==> config.mk <==
export PLATFORM = sky130hd
export DESIGN_NAME = accumulator_alu_register_file_unit
export DESIGN_NICKNAME = d
export VERILOG_FILES = /design/src/hw/rtl/aarf_pkg.sv /design/src/hw/rtl/aarf_exec.sv /design/src/hw/rtl/accumulator_alu_register_file_unit.sv
export SDC_FILE = /design/constraint.sdc
export NUM_CORES = 1
export LEC_CHECK = 0
export BUFFER_PORTS_ARGS = -buffer_cell sky130_fd_sc_hd__buf_2
export CORE_MARGIN = 4
export CORE_UTILIZATION = 45
export DETAILED_ROUTE_END_ITERATION = 6
export PLACE_DENSITY = 0.69
export SYNTH_ARGS = -nofsm -noshare
export SYNTH_HDL_FRONTEND = slang
export SYNTH_SLANG_ARGS = --single-unit
==> constraint.sdc <==
create_clock -name clk -period 3.9 [get_ports clk]
set_input_delay 0.39 -clock clk [delete_from_list [all_inputs] [get_ports clk]]
set_output_delay 0.39 -clock clk [all_outputs]
set_load 0.02 [all_outputs]
==> src/hw/rtl/aarf_pkg.sv <==
// Package with the request codes, flag positions and shared types of the execute unit.
package aarf_pkg;

    // Register file geometry
    localparam int NumRegs   = 7;
    localparam int IdxW      = 3;
    localparam int DataW     = 8;
    localparam int NumFlags  = 4;

    // Flag bit positions inside the flag register
    localparam int FlagCarry  = 0;
    localparam int FlagZero   = 1;
    localparam int FlagSign   = 2;
    localparam int FlagParity = 3;

    // Register index that names memory and is rejected
    localparam logic [IdxW-1:0] IdxMemory = 3'd7;
    localparam logic [IdxW-1:0] IdxAcc    = 3'd0;

    // Stream payload widths
    localparam int InDataW  = 24;
    localparam int OutDataW = 16;

    // Request kinds
    typedef enum logic [2:0] {
        REQ_ALU    = 3'd0,
        REQ_ROTATE = 3'd1,
        REQ_INC    = 3'd2,
        REQ_DEC    = 3'd3,
        REQ_WRITE  = 3'd4,
        REQ_READ   = 3'd5
    } req_type_t;

    // ALU operations
    typedef enum logic [2:0] {
        ALU_ADD = 3'd0,
        ALU_ADC = 3'd1,
        ALU_SUB = 3'd2,
        ALU_SBB = 3'd3,
        ALU_AND = 3'd4,
        ALU_XOR = 3'd5,
        ALU_OR  = 3'd6,
        ALU_CMP = 3'd7
    } alu_op_t;

    // Rotate operations, taken from the low two bits of op_sel
    typedef enum logic [1:0] {
        ROT_RLC = 2'd0,
        ROT_RRC = 2'd1,
        ROT_RAL = 2'd2,
        ROT_RAR = 2'd3
    } rot_op_t;

    // One decoded request as it enters the execute logic
    typedef struct packed {
        logic [2:0]       req_type;
        logic [2:0]       op_sel;
        logic [IdxW-1:0]  reg_index;
        logic [DataW-1:0] operand;
    } req_t;

    // What the execute logic hands back for one request
    typedef struct packed {
        logic [DataW-1:0]    value;
        logic [NumFlags-1:0] flags;
        logic                bad;
        logic                we;
        logic [IdxW-1:0]     widx;
        logic [DataW-1:0]    wdata;
    } exec_t;

endpackage

==> src/hw/rtl/aarf_exec.sv <==
// Combinational execute logic: ALU, rotates, increment, decrement, register write and read.
module aarf_exec (
    input  aarf_pkg::req_t                     req,
    input  logic [aarf_pkg::DataW-1:0]         acc,
    input  logic [aarf_pkg::DataW-1:0]         sel_val,
    input  logic [aarf_pkg::NumFlags-1:0]      flags,
    output aarf_pkg::exec_t                    res
);

    logic                          cin;
    logic [aarf_pkg::DataW:0]      add_sum;
    logic [aarf_pkg::DataW:0]      sub_diff;
    logic                          use_cin;
    logic [aarf_pkg::DataW-1:0]    zsp_val;
    logic                          zsp_en;
    logic                          idx_bad;

    assign cin     = flags[aarf_pkg::FlagCarry];
    assign use_cin = (aarf_pkg::alu_op_t'(req.op_sel) == aarf_pkg::ALU_ADC) ||
                     (aarf_pkg::alu_op_t'(req.op_sel) == aarf_pkg::ALU_SBB);

    // Shared 9-bit adder and subtractor; bit eight is carry or borrow.
    assign add_sum  = {1'b0, acc} + {1'b0, req.operand} + {{aarf_pkg::DataW{1'b0}}, use_cin & cin};
    assign sub_diff = {1'b0, acc} - {1'b0, req.operand} - {{aarf_pkg::DataW{1'b0}}, use_cin & cin};

    // Index 7 is rejected for the register requests only.
    assign idx_bad = (req.reg_index == aarf_pkg::IdxMemory) &&
                     ((aarf_pkg::req_type_t'(req.req_type) == aarf_pkg::REQ_INC)   ||
                      (aarf_pkg::req_type_t'(req.req_type) == aarf_pkg::REQ_DEC)   ||
                      (aarf_pkg::req_type_t'(req.req_type) == aarf_pkg::REQ_WRITE) ||
                      (aarf_pkg::req_type_t'(req.req_type) == aarf_pkg::REQ_READ));

    // Operation select; zero, sign and parity are applied afterwards.
    always_comb
    begin
        res        = '0;
        res.flags  = flags;
        res.bad    = idx_bad;
        res.widx   = req.reg_index;
        zsp_en     = 1'b0;
        zsp_val    = '0;
        if (!idx_bad)
        begin
            unique case (aarf_pkg::req_type_t'(req.req_type))
                aarf_pkg::REQ_ALU:
                begin
                    res.widx = aarf_pkg::IdxAcc;
                    zsp_en   = 1'b1;
                    res.we   = 1'b1;
                    unique case (aarf_pkg::alu_op_t'(req.op_sel))
                        aarf_pkg::ALU_ADD, aarf_pkg::ALU_ADC:
                        begin
                            zsp_val                       = add_sum[aarf_pkg::DataW-1:0];
                            res.flags[aarf_pkg::FlagCarry] = add_sum[aarf_pkg::DataW];
                        end
                        aarf_pkg::ALU_SUB, aarf_pkg::ALU_SBB:
                        begin
                            zsp_val                       = sub_diff[aarf_pkg::DataW-1:0];
                            res.flags[aarf_pkg::FlagCarry] = sub_diff[aarf_pkg::DataW];
                        end
                        aarf_pkg::ALU_AND:
                        begin
                            zsp_val                       = acc & req.operand;
                            res.flags[aarf_pkg::FlagCarry] = 1'b0;
                        end
                        aarf_pkg::ALU_XOR:
                        begin
                            zsp_val                       = acc ^ req.operand;
                            res.flags[aarf_pkg::FlagCarry] = 1'b0;
                        end
                        aarf_pkg::ALU_OR:
                        begin
                            zsp_val                       = acc | req.operand;
                            res.flags[aarf_pkg::FlagCarry] = 1'b0;
                        end
                        aarf_pkg::ALU_CMP:
                        begin
                            // Compare sets all flags but leaves the accumulator alone.
                            zsp_val                       = sub_diff[aarf_pkg::DataW-1:0];
                            res.flags[aarf_pkg::FlagCarry] = sub_diff[aarf_pkg::DataW];
                            res.we                        = 1'b0;
                        end
                        default:
                        begin
                            zsp_val = '0;
                        end
                    endcase
                    res.value = zsp_val;
                    res.wdata = zsp_val;
                end
                aarf_pkg::REQ_ROTATE:
                begin
                    res.widx = aarf_pkg::IdxAcc;
                    res.we   = 1'b1;
                    unique case (aarf_pkg::rot_op_t'(req.op_sel[1:0]))
                        aarf_pkg::ROT_RLC:
                        begin
                            res.value                     = {acc[aarf_pkg::DataW-2:0], acc[aarf_pkg::DataW-1]};
                            res.flags[aarf_pkg::FlagCarry] = acc[aarf_pkg::DataW-1];
                        end
                        aarf_pkg::ROT_RRC:
                        begin
                            res.value                     = {acc[0], acc[aarf_pkg::DataW-1:1]};
                            res.flags[aarf_pkg::FlagCarry] = acc[0];
                        end
                        aarf_pkg::ROT_RAL:
                        begin
                            res.value                     = {acc[aarf_pkg::DataW-2:0], cin};
                            res.flags[aarf_pkg::FlagCarry] = acc[aarf_pkg::DataW-1];
                        end
                        aarf_pkg::ROT_RAR:
                        begin
                            res.value                     = {cin, acc[aarf_pkg::DataW-1:1]};
                            res.flags[aarf_pkg::FlagCarry] = acc[0];
                        end
                        default:
                        begin
                            res.value = acc;
                        end
                    endcase
                    res.wdata = res.value;
                end
                aarf_pkg::REQ_INC:
                begin
                    zsp_en    = 1'b1;
                    zsp_val   = sel_val + {{(aarf_pkg::DataW-1){1'b0}}, 1'b1};
                    res.value = zsp_val;
                    res.wdata = zsp_val;
                    res.we    = 1'b1;
                end
                aarf_pkg::REQ_DEC:
                begin
                    zsp_en    = 1'b1;
                    zsp_val   = sel_val - {{(aarf_pkg::DataW-1){1'b0}}, 1'b1};
                    res.value = zsp_val;
                    res.wdata = zsp_val;
                    res.we    = 1'b1;
                end
                aarf_pkg::REQ_WRITE:
                begin
                    res.value = req.operand;
                    res.wdata = req.operand;
                    res.we    = 1'b1;
                end
                aarf_pkg::REQ_READ:
                begin
                    res.value = sel_val;
                end
                default:
                begin
                    // Unused request kinds change nothing and return zero.
                    res.value = '0;
                end
            endcase
        end

        // Zero, sign and parity from the flag-setting value.
        if (zsp_en)
        begin
            res.flags[aarf_pkg::FlagZero]   = (zsp_val == '0);
            res.flags[aarf_pkg::FlagSign]   = zsp_val[aarf_pkg::DataW-1];
            res.flags[aarf_pkg::FlagParity] = ~^zsp_val;
        end
    end

endmodule

==> src/hw/rtl/accumulator_alu_register_file_unit.sv <==
// Top level of the execute unit: stream ports, register file, flags and result register.
//
// Execute unit of an 8-bit accumulator CPU with seven registers (register 0 is the
// accumulator) and carry, zero, sign and parity flags. Each request item on the slave
// stream yields exactly one result item on the master stream carrying the produced value
// and all four flags. The unit takes one item per cycle while m_tready is high: the
// register file and flags are updated at the accepting edge and the result lands in the
// output register at that same edge, so a result appears in the cycle after its request
// and the next request may follow immediately. The single output register is the only
// buffering; s_tready stays high while that register is empty or is being drained in the
// same cycle, so a stalled master side holds the input off after one result is waiting.
module accumulator_alu_register_file_unit (
    input  logic                          clk,
    input  logic                          rst_n,
    input  logic                          s_tvalid,
    output logic                          s_tready,
    // s_tdata: req_type[2:0], op_sel[5:3], reg_index[8:6], operand[16:9], zero[23:17]
    input  logic [aarf_pkg::InDataW-1:0]  s_tdata,
    output logic                          m_tvalid,
    input  logic                          m_tready,
    // m_tdata: value_out[7:0], carry_flag[8], zero_flag[9], sign_flag[10],
    // parity_flag[11], bad_index[12], zero[15:13]
    output logic [aarf_pkg::OutDataW-1:0] m_tdata
);

    logic [aarf_pkg::DataW-1:0]    reg_file_reg [aarf_pkg::NumRegs];
    logic [aarf_pkg::NumFlags-1:0] flag_reg;
    logic                          out_valid_reg;
    logic [aarf_pkg::DataW-1:0]    out_value_reg;
    logic [aarf_pkg::NumFlags-1:0] out_flags_reg;
    logic                          out_bad_reg;

    aarf_pkg::req_t                req;
    aarf_pkg::exec_t               res;
    logic [aarf_pkg::DataW-1:0]    sel_val;
    logic                          accept;

    // Handshake: accept whenever the result register is free or drains now.
    assign s_tready = !out_valid_reg || m_tready;
    assign accept   = s_tvalid && s_tready;

    // Unpack the request item.
    assign req.req_type  = s_tdata[2:0];
    assign req.op_sel    = s_tdata[5:3];
    assign req.reg_index = s_tdata[8:6];
    assign req.operand   = s_tdata[16:9];

    // Selected register read; memory index reads as zero.
    assign sel_val = (req.reg_index != aarf_pkg::IdxMemory) ?
                     reg_file_reg[req.reg_index] : '0;

    aarf_exec u_exec (
        .req     (req),
        .acc     (reg_file_reg[0]),
        .sel_val (sel_val),
        .flags   (flag_reg),
        .res     (res)
    );

    // Architectural state update on each accepted item.
    always_ff @(posedge clk or negedge rst_n)
    begin
        if (!rst_n)
        begin
            for (int i = 0; i < aarf_pkg::NumRegs; i++)
            begin
                reg_file_reg[i] <= '0;
            end
            flag_reg <= '0;
        end
        else if (accept)
        begin
            flag_reg <= res.flags;
            if (res.we && (res.widx != aarf_pkg::IdxMemory))
            begin
                reg_file_reg[res.widx] <= res.wdata;
            end
        end
    end

    // Result register valid bit.
    always_ff @(posedge clk or negedge rst_n)
    begin
        if (!rst_n)
        begin
            out_valid_reg <= 1'b0;
        end
        else if (accept)
        begin
            out_valid_reg <= 1'b1;
        end
        else if (m_tready)
        begin
            out_valid_reg <= 1'b0;
        end
    end

    // Result payload.
    always_ff @(posedge clk)
    begin
        if (accept)
        begin
            out_value_reg <= res.value;
            out_flags_reg <= res.flags;
            out_bad_reg   <= res.bad;
        end
    end

    assign m_tvalid = out_valid_reg;
    assign m_tdata  = {3'b000, out_bad_reg, out_flags_reg, out_value_reg};

    // A rejected index leaves the flags as they were.
    assert property (@(posedge clk) disable iff (!rst_n)
        (accept && res.bad) |=> $stable(flag_reg))
        else $error("flags changed on a rejected register index");

    // Rotates touch only the carry flag.
    assert property (@(posedge clk) disable iff (!rst_n)
        (accept && (req.req_type == aarf_pkg::REQ_ROTATE)) |=>
        $stable(flag_reg[aarf_pkg::NumFlags-1:1]))
        else $error("rotate changed zero, sign or parity");

    // Compare leaves the accumulator unchanged.
    assert property (@(posedge clk) disable iff (!rst_n)
        (accept && (req.req_type == aarf_pkg::REQ_ALU) &&
         (req.op_sel == aarf_pkg::ALU_CMP)) |=> $stable(reg_file_reg[0]))
        else $error("compare wrote the accumulator");

    // The result item carries the flags that the state now holds.
    assert property (@(posedge clk) disable iff (!rst_n)
        accept |=> (out_flags_reg == flag_reg))
        else $error("result flags differ from the flag register");

    // Input is held off only while a result waits on a stalled output.
    assert property (@(posedge clk) disable iff (!rst_n)
        !s_tready |-> (out_valid_reg && !m_tready))
        else $error("input stalled without a waiting result");

endmodule

==> flow_metrics.tcl, run 1 <==
set metrics [dict create \
    status "finished, final reports clean" \
    vias 5145 \
    reg2reg_depth 15 \
    initial_core_util_pct 46.7 \
    drive_gt1_share_pct 21.6 \
    io_buffers 35 \
    routed_via_density 6.00 \
    synth_edf_count 13 \
    worst_r2r_endpoint "flag_reg[3]" \
    crit_top_cell "a211o_1" \
    hpwl_mm 12.6 \
    max-cap-violations 0 \
    hp-class "in2async" \
    firstDrtPassIters 5 \
    hold_violations 0 \
    route.detailed.drc 0 \
    cp_max_fo 2 \
    drt_iter0_drc 475 \
    slew_headroom_pct 33.2 \
    period_share_pct 98.6 \
    grt_max_degree 44 \
    yosys_warnings 0 \
    multi_input_area_sq_um 3510 \
    syn-instance-count 634 \
    crit_start "flag_reg[0]" \
    power_density_nw_per_um2 472 \
    register_area_sq_um 1920 \
    end_kind "register" \
    synthArstFlopShare_pct 82.4 \
    clk_pin_slew_worst_paths_ns 0.07 \
    post_drt_wl_per_cell_um 19.2 \
    worst_ir_drop_vdd_mv 0.256 \
    syn_area_sq_um 5680 \
    path_delay_family "compound AO/OA/AOI/OAI gates" \
    holdWs_ns 0.206 \
    fmax_mhz 260 \
    antenna_found_initial 0 \
    crit_path_cell_trace "nand3_4 > fa_2 > ha_4 > a211o_1 > a21o_1 > a211o_1 > a2111o_1 > a31oi_4 > and2_4 > a21oi_1 > ha_1 > xor2_1 > xnor2_1 > a21oi_2 > mux2_4" \
    critPathMaxStageDelay_ns 0.42 \
    die_x_um 120 \
    crit_end "flag_reg[3]" \
    n_antenna_cell 0 \
    startpoint_type "register" \
    synth_cell_types 67 \
    ff2ff_setup_slack_ns 0.05 \
    cts_max_level 3 \
    largest_register_ffs 56 \
    finalSetupViolCount 0 \
    rows 40 \
    worst_slew_pin_slew_ns 1.00 \
    crit_arrival_ns 4.07 \
    clock-sinks 74 \
    ys_top_cells_by_count "61 x dfrtp_1, 57 x nand2_1, 53 x nor2_1" \
    instances_no_fill 858 \
    synth.avg_cell_area_sq_um 8.96 \
    yosysMostFrequentCell "dfrtp_1" \
    period_needed_ns 3.85 \
    crit_required_ns 4.12 \
    clock-skew-final_ns 0.00867 \
    wirelength_mm 16.5 \
    leakage_nw 2.91 \
    ys_seq_elements 74 \
    tritoncts "yes" \
    cts-root-buf "clkbuf_16" \
    fill_cells 1111 \
    core_sq_um 12200 \
    drtAntennaViolNets 0 \
    synth.area.top_cells "dfrtp_1 27%, ha_1 7.9%, edfxtp_1 6.9%" \
    worstSetupPathDepth 15 \
    grt_pass1_vias 4937 \
    placed_cells 842 \
    critical_path_class "reg2reg" \
    grtUsageTotal_pct 23.1 \
    post_cts_buffers 0 \
    ios 46 \
    grt_pass1_wl_mm 26.5 \
    area_delta_synth_final_pct 15.1 \
    slew_violations 0 \
    crit_buf_inv 0 \
    cts_buffers 9 \
    nNetsFinal 753 \
    fp.dieH_um 120 \
    die_area_sq_um 14500 \
    synth.top_cell.area_share_pct 26.9 \
    clock_path_buffers 2 \
    rsz0062_at_grt "yes" \
    yosysSeqAreaShare_pct 33.7 \
    place_congestion 0.898 \
    synth_top_cell_by_area "dfrtp_1" \
    grt.overflow.total 0 \
    slowest_stage "dfrtp_1" \
    timing.rr.start "flag_reg[0]" \
    clk_latency_ns 0.35 \
    ys.flop_type "dfrtp_1" \
]
## through the flow
stage	cell area, sq um	utilization, %	setup slack, ns	total power, mW	setup TNS [ns]
finish	6540	53.8	0.0544	3.08	0
global route	6540	53.8	-0.0518	3.26	-0.0518
CTS	6530	53.7	0.000498	3.07	0
detailed placement	6230	51.2	-0.189	2.26	-0.267
global placement	6230	51.2	-0.136	2.21	-0.160
floorplan	5770	-	0.0480	1.87	0
## placed cells by master (no fill, tap or decap), types with 5 or more instances in the layout
cell type  Yosys  final
o21a_1        11     11
o22ai_1        8      8
o21ai_0       33     33
dfrtp_1       61     61
nand2b_1       9      9
a21oi_1       52     51
buf_4          5     39
mux2_2        27     26
a21boi_0       5      5
nor2_1        53     53
a22oi_1       12     12
o31ai_1        6      5
and3_1         6      5
nand3_1       14     12
or2_2         10     10
buf_2          9     35
o211ai_1      12     12
ha_1          36     35
clkbuf_16      0      9
nor2b_1        8      8
xor2_1         7      7
nand2_1       57     57
inv_1         39     38
edfxtp_1      13     13
nor3_1         6      6
mux2i_1       23     23
a21o_1         8      8
xnor2_1        6      6
## worst reg2reg max path, cell delays in order, from the launching register on
cell and delay (ns):
dfrtp_1 0.42, nand3_4 0.09, fa_2 0.39, ha_4 0.23, a211o_1 0.27, a21o_1 0.19
a211o_1 0.33, a2111o_1 0.42, a31oi_4 0.18, and2_4 0.17, a21oi_1 0.04, ha_1 0.29
xor2_1 0.15, xnor2_1 0.19, a21oi_2 0.08, mux2_4 0.27
## cell type report
class / count / area share, %
multi-input cells: 486 / 53.6
well taps: 168 / 3.21
inverters: 40 / 2.30
clock buffers: 10 / 3.65
repair buffers: 74 / 7.16
clock inverters: 6 / 0.727
flip-flops and latches: 74 / 29.3
## worst min-delay path by stage
stage	startpoint	cells after the start	slack, ns	end
floorplan	rst_n	0	0.09	flag_reg[0]
global placement	reg_file_reg[6]	2	0.46	reg_file_reg[6]
detailed placement	reg_file_reg[3]	2	0.47	reg_file_reg[3]
CTS	s_tvalid	2	0.25	m_tvalid
global route	s_tvalid	2	0.26	m_tvalid
finish	rst_n	1	0.21	flag_reg[2]
## cells by family (layout without fill, tap and decap cells)
| kind of cell | count (synthesis) | in the layout | synth area share, % |
|---|---|---|---|
| compound gates | 193 | 193 | 22.8 |
| simple gates | 183 | 183 | 15.3 |
| buf+inv | 76 | 130 | 5.95 |
| flops | 74 | 74 | 33.7 |
| mux | 54 | 54 | 10.8 |
| fa+ha+maj | 40 | 40 | 9.34 |
| xor+xnor | 13 | 13 | 2.00 |
| other cells | 1 | 3 | 0.0660 |
## what timing repair did
| item | 4_1_cts | 5_1_grt |
|---|---|---|
| setup endpoints to repair | 1 | 2 |
| resized for setup | 2 | 2 |
| hold buffers | 0 | 0 |
| pin swaps | 0 | 1 |
## power by group
part	switching (mW)	leakage, nW	internal [mW]
combinational	0.714	1.86	0.515
clock	0.352	0.136	0.454
sequential	0.0996	0.917	0.950
total	1.17	2.91	1.92
## per-layer routing
| metal | wire length, um | up-vias | global-route usage, % |
|---|---|---|---|
| met5 | 0 | - | 0 |
| met1 | 7110 | 2517 | 31.7 |
| li1 | - | 2395 | - |
| met2 | 7810 | 198 | 37.0 |
| met3 | 1160 | 35 | 3.98 |
| met4 | 423 | 0 | 7.51 |
Power figures use the tool's default switching activity.
==> inputs of run 2 (changes only) <==
- BUFFER_PORTS_ARGS: -buffer_cell sky130_fd_sc_hd__buf_2 -> default
- DONT_BUFFER_PORTS: default -> 1
- GPL_TIMING_DRIVEN: default -> 0
- PLACE_DENSITY: 0.69 -> 0.66
- RECOVER_POWER: default -> 25
==> flow_metrics.tcl, run 2 (synthesized netlist as in run 1, its figures left out) <==
set metrics [dict create \
    post_drt_wl_per_cell_um 20.0 \
    crit_required_ns 4.12 \
    tritoncts "yes" \
    critical_path_class "reg2reg" \
    routed_via_density 6.24 \
    startpoint_type "register" \
    instances_no_fill 827 \
    io_buffers 0 \
    clk_pin_slew_worst_paths_ns 0.05 \
    grtUsageMet1_pct 30.4 \
    clk_latency_ns 0.35 \
    firstDrtPassIters 5 \
    crit_path_cell_trace "nand3_4 > fa_2 > ha_4 > a211o_1 > a21o_1 > a211o_1 > a2111o_1 > a31oi_4 > and2_4 > a21oi_2 > ha_1 > xor2_1 > xnor2_1 > a21oi_2 > mux2_4" \
    ios 46 \
    hold_end "m_tvalid" \
    hpwl_mm 12.3 \
    drtAntennaViolNets 0 \
    clock-sinks 74 \
    hp-class "in2reg" \
    end_kind "register" \
    grt_pass1_wl_mm 25.9 \
    hold_violations 0 \
    grt.met3_usage_pct 4.63 \
    crit_arrival_ns 4.12 \
    antenna_found_initial 0 \
    clock_path_buffers 2 \
    period_needed_ns 3.90 \
    die_x_um 120 \
    worst_slew_pin_slew_ns 2.79 \
    power_mw 2.97 \
    die_area_sq_um 14500 \
    status "complete, but fails checks" \
    timing.rr.start "flag_reg[0]" \
    grt_max_degree 62 \
    drt_iter0_drc 470 \
    rows 40 \
    cp_max_fo 3 \
    leakage_nw 2.75 \
    worstHoldPathCells 1 \
    place_congestion 0.963 \
    cts_max_level 3 \
    busiest_layer "met2" \
    fin_util_pct 52.3 \
    period_share_pct 99.9 \
    nNetsFinal 723 \
    n_antenna_cell 0 \
    clock-skew-final_ns 0.00871 \
    met2_usage_pct 37.5 \
    cts-root-buf "clkbuf_16" \
    grt_pass1_vias 4846 \
    slew_headroom_pct -86.3 \
    area_delta_synth_final_pct 12.0 \
    vias 5158 \
    min_from "s_tvalid" \
    worst_ir_drop_vdd_mv 0.277 \
    violations "max-capacitance violations, max-slew violations" \
    initial_core_util_pct 46.7 \
    holdWs_ns 0.162 \
    critPathMaxStageDelay_ns 0.41 \
    reg2reg_depth 15 \
    drive_gt1_share_pct 16.2 \
    route.detailed.drc 0 \
    power_density_nw_per_um2 467 \
    placed_cells 804 \
    path_delay_family "compound AO/OA/AOI/OAI gates" \
    fmax_mhz 257 \
    crit_buf_inv 0 \
    final_common_cell "dfrtp_1" \
    cts_buffers 9 \
    slew_violations 62 \
    setup_tns_ns 0 \
    finalSetupViolCount 0 \
    wirelength_mm 16.5 \
    grt.overflow.total 0 \
    rsz0062_at_grt "yes" \
    fp.dieH_um 120 \
    core_sq_um 12200 \
    slowest_stage "dfrtp_2" \
    worst_r2r_endpoint "flag_reg[3]" \
    grtUsageTotal_pct 22.8 \
    largest_register_ffs 56 \
    max-cap-violations 1 \
    ff2ff_setup_slack_ns 0.004 \
    final_cell_mix "58 x dfrtp_1, 57 x nand2_1, 53 x nor2_1, 50 x a21oi_1, 38 x inv_1" \
]
run 2: changes by cell type in the layout (fill, tap and decap cells not counted), sizes merged:
cell | previous run | this run
buf | 74 | 26
clkbuf | 10 | 27
clkinv | 2 | 3
dlygate4sd3 | 0 | 1
dlymetal6s4s | 0 | 1
inv | 42 | 39
run 2: worst max path at each step:
stage	start	end	cells after the start
after floorplan	s_tdata[3]	flag_reg[3]	17
after global placement	s_tdata[5]	flag_reg[3]	17
after detailed placement	s_tdata[5]	flag_reg[3]	17
final	flag_reg[0]	flag_reg[3]	15
after global routing	flag_reg[0]	flag_reg[3]	15
after CTS	reg_file_reg[50]	flag_reg[3]	15
run 2: power by group:
part / internal, mW / switching, mW / leakage (nW) / total [mW]
Clock: 0.444 / 0.318 / 0.128 / 0.761
Sequential: 0.954 / 0.134 / 0.912 / 1.09
Combinational: 0.470 / 0.652 / 1.71 / 1.12
run 2: repair_timing:
item	CTS	global route
pin swaps	1	1
resized for setup	6	7
hold buffers	2	0
hold endpoints to repair	61	0
endpoints found under the setup margin	2	2
buffers inserted	1	5
run 2: layer usage:
metal | wire, um | up-vias
li1 | - | 2338
met1 | 6940 | 2521
met2 | 7890 | 254
met3 | 1300 | 45
met4 | 414 | 0
met5 | 0 | -
run 2: layout make-up:
cell class,instances,area [sq um]
multi-input cells,486,3520
inverters,40,150
fillers,1134,5800
flip-flops and latches,74,1920
well taps,168,210
clock inverters,4,28.8
clock buffers,11,243
repair buffers,8,67.6
plain buffers,36,223
run 2: metrics by stage:
| stage | setup slack [ns] | area (sq um) |
|---|---|---|
| 5_1_grt | -0.160 | 6370 |
| 4_1_cts | 0.00322 | 6330 |
| 2_1_floorplan | 0.0480 | 5770 |
| 6_report | 0.00353 | 6370 |
| 3_3_place_gp | -0.334 | 5980 |
| 3_5_place_dp | -0.379 | 5980 |
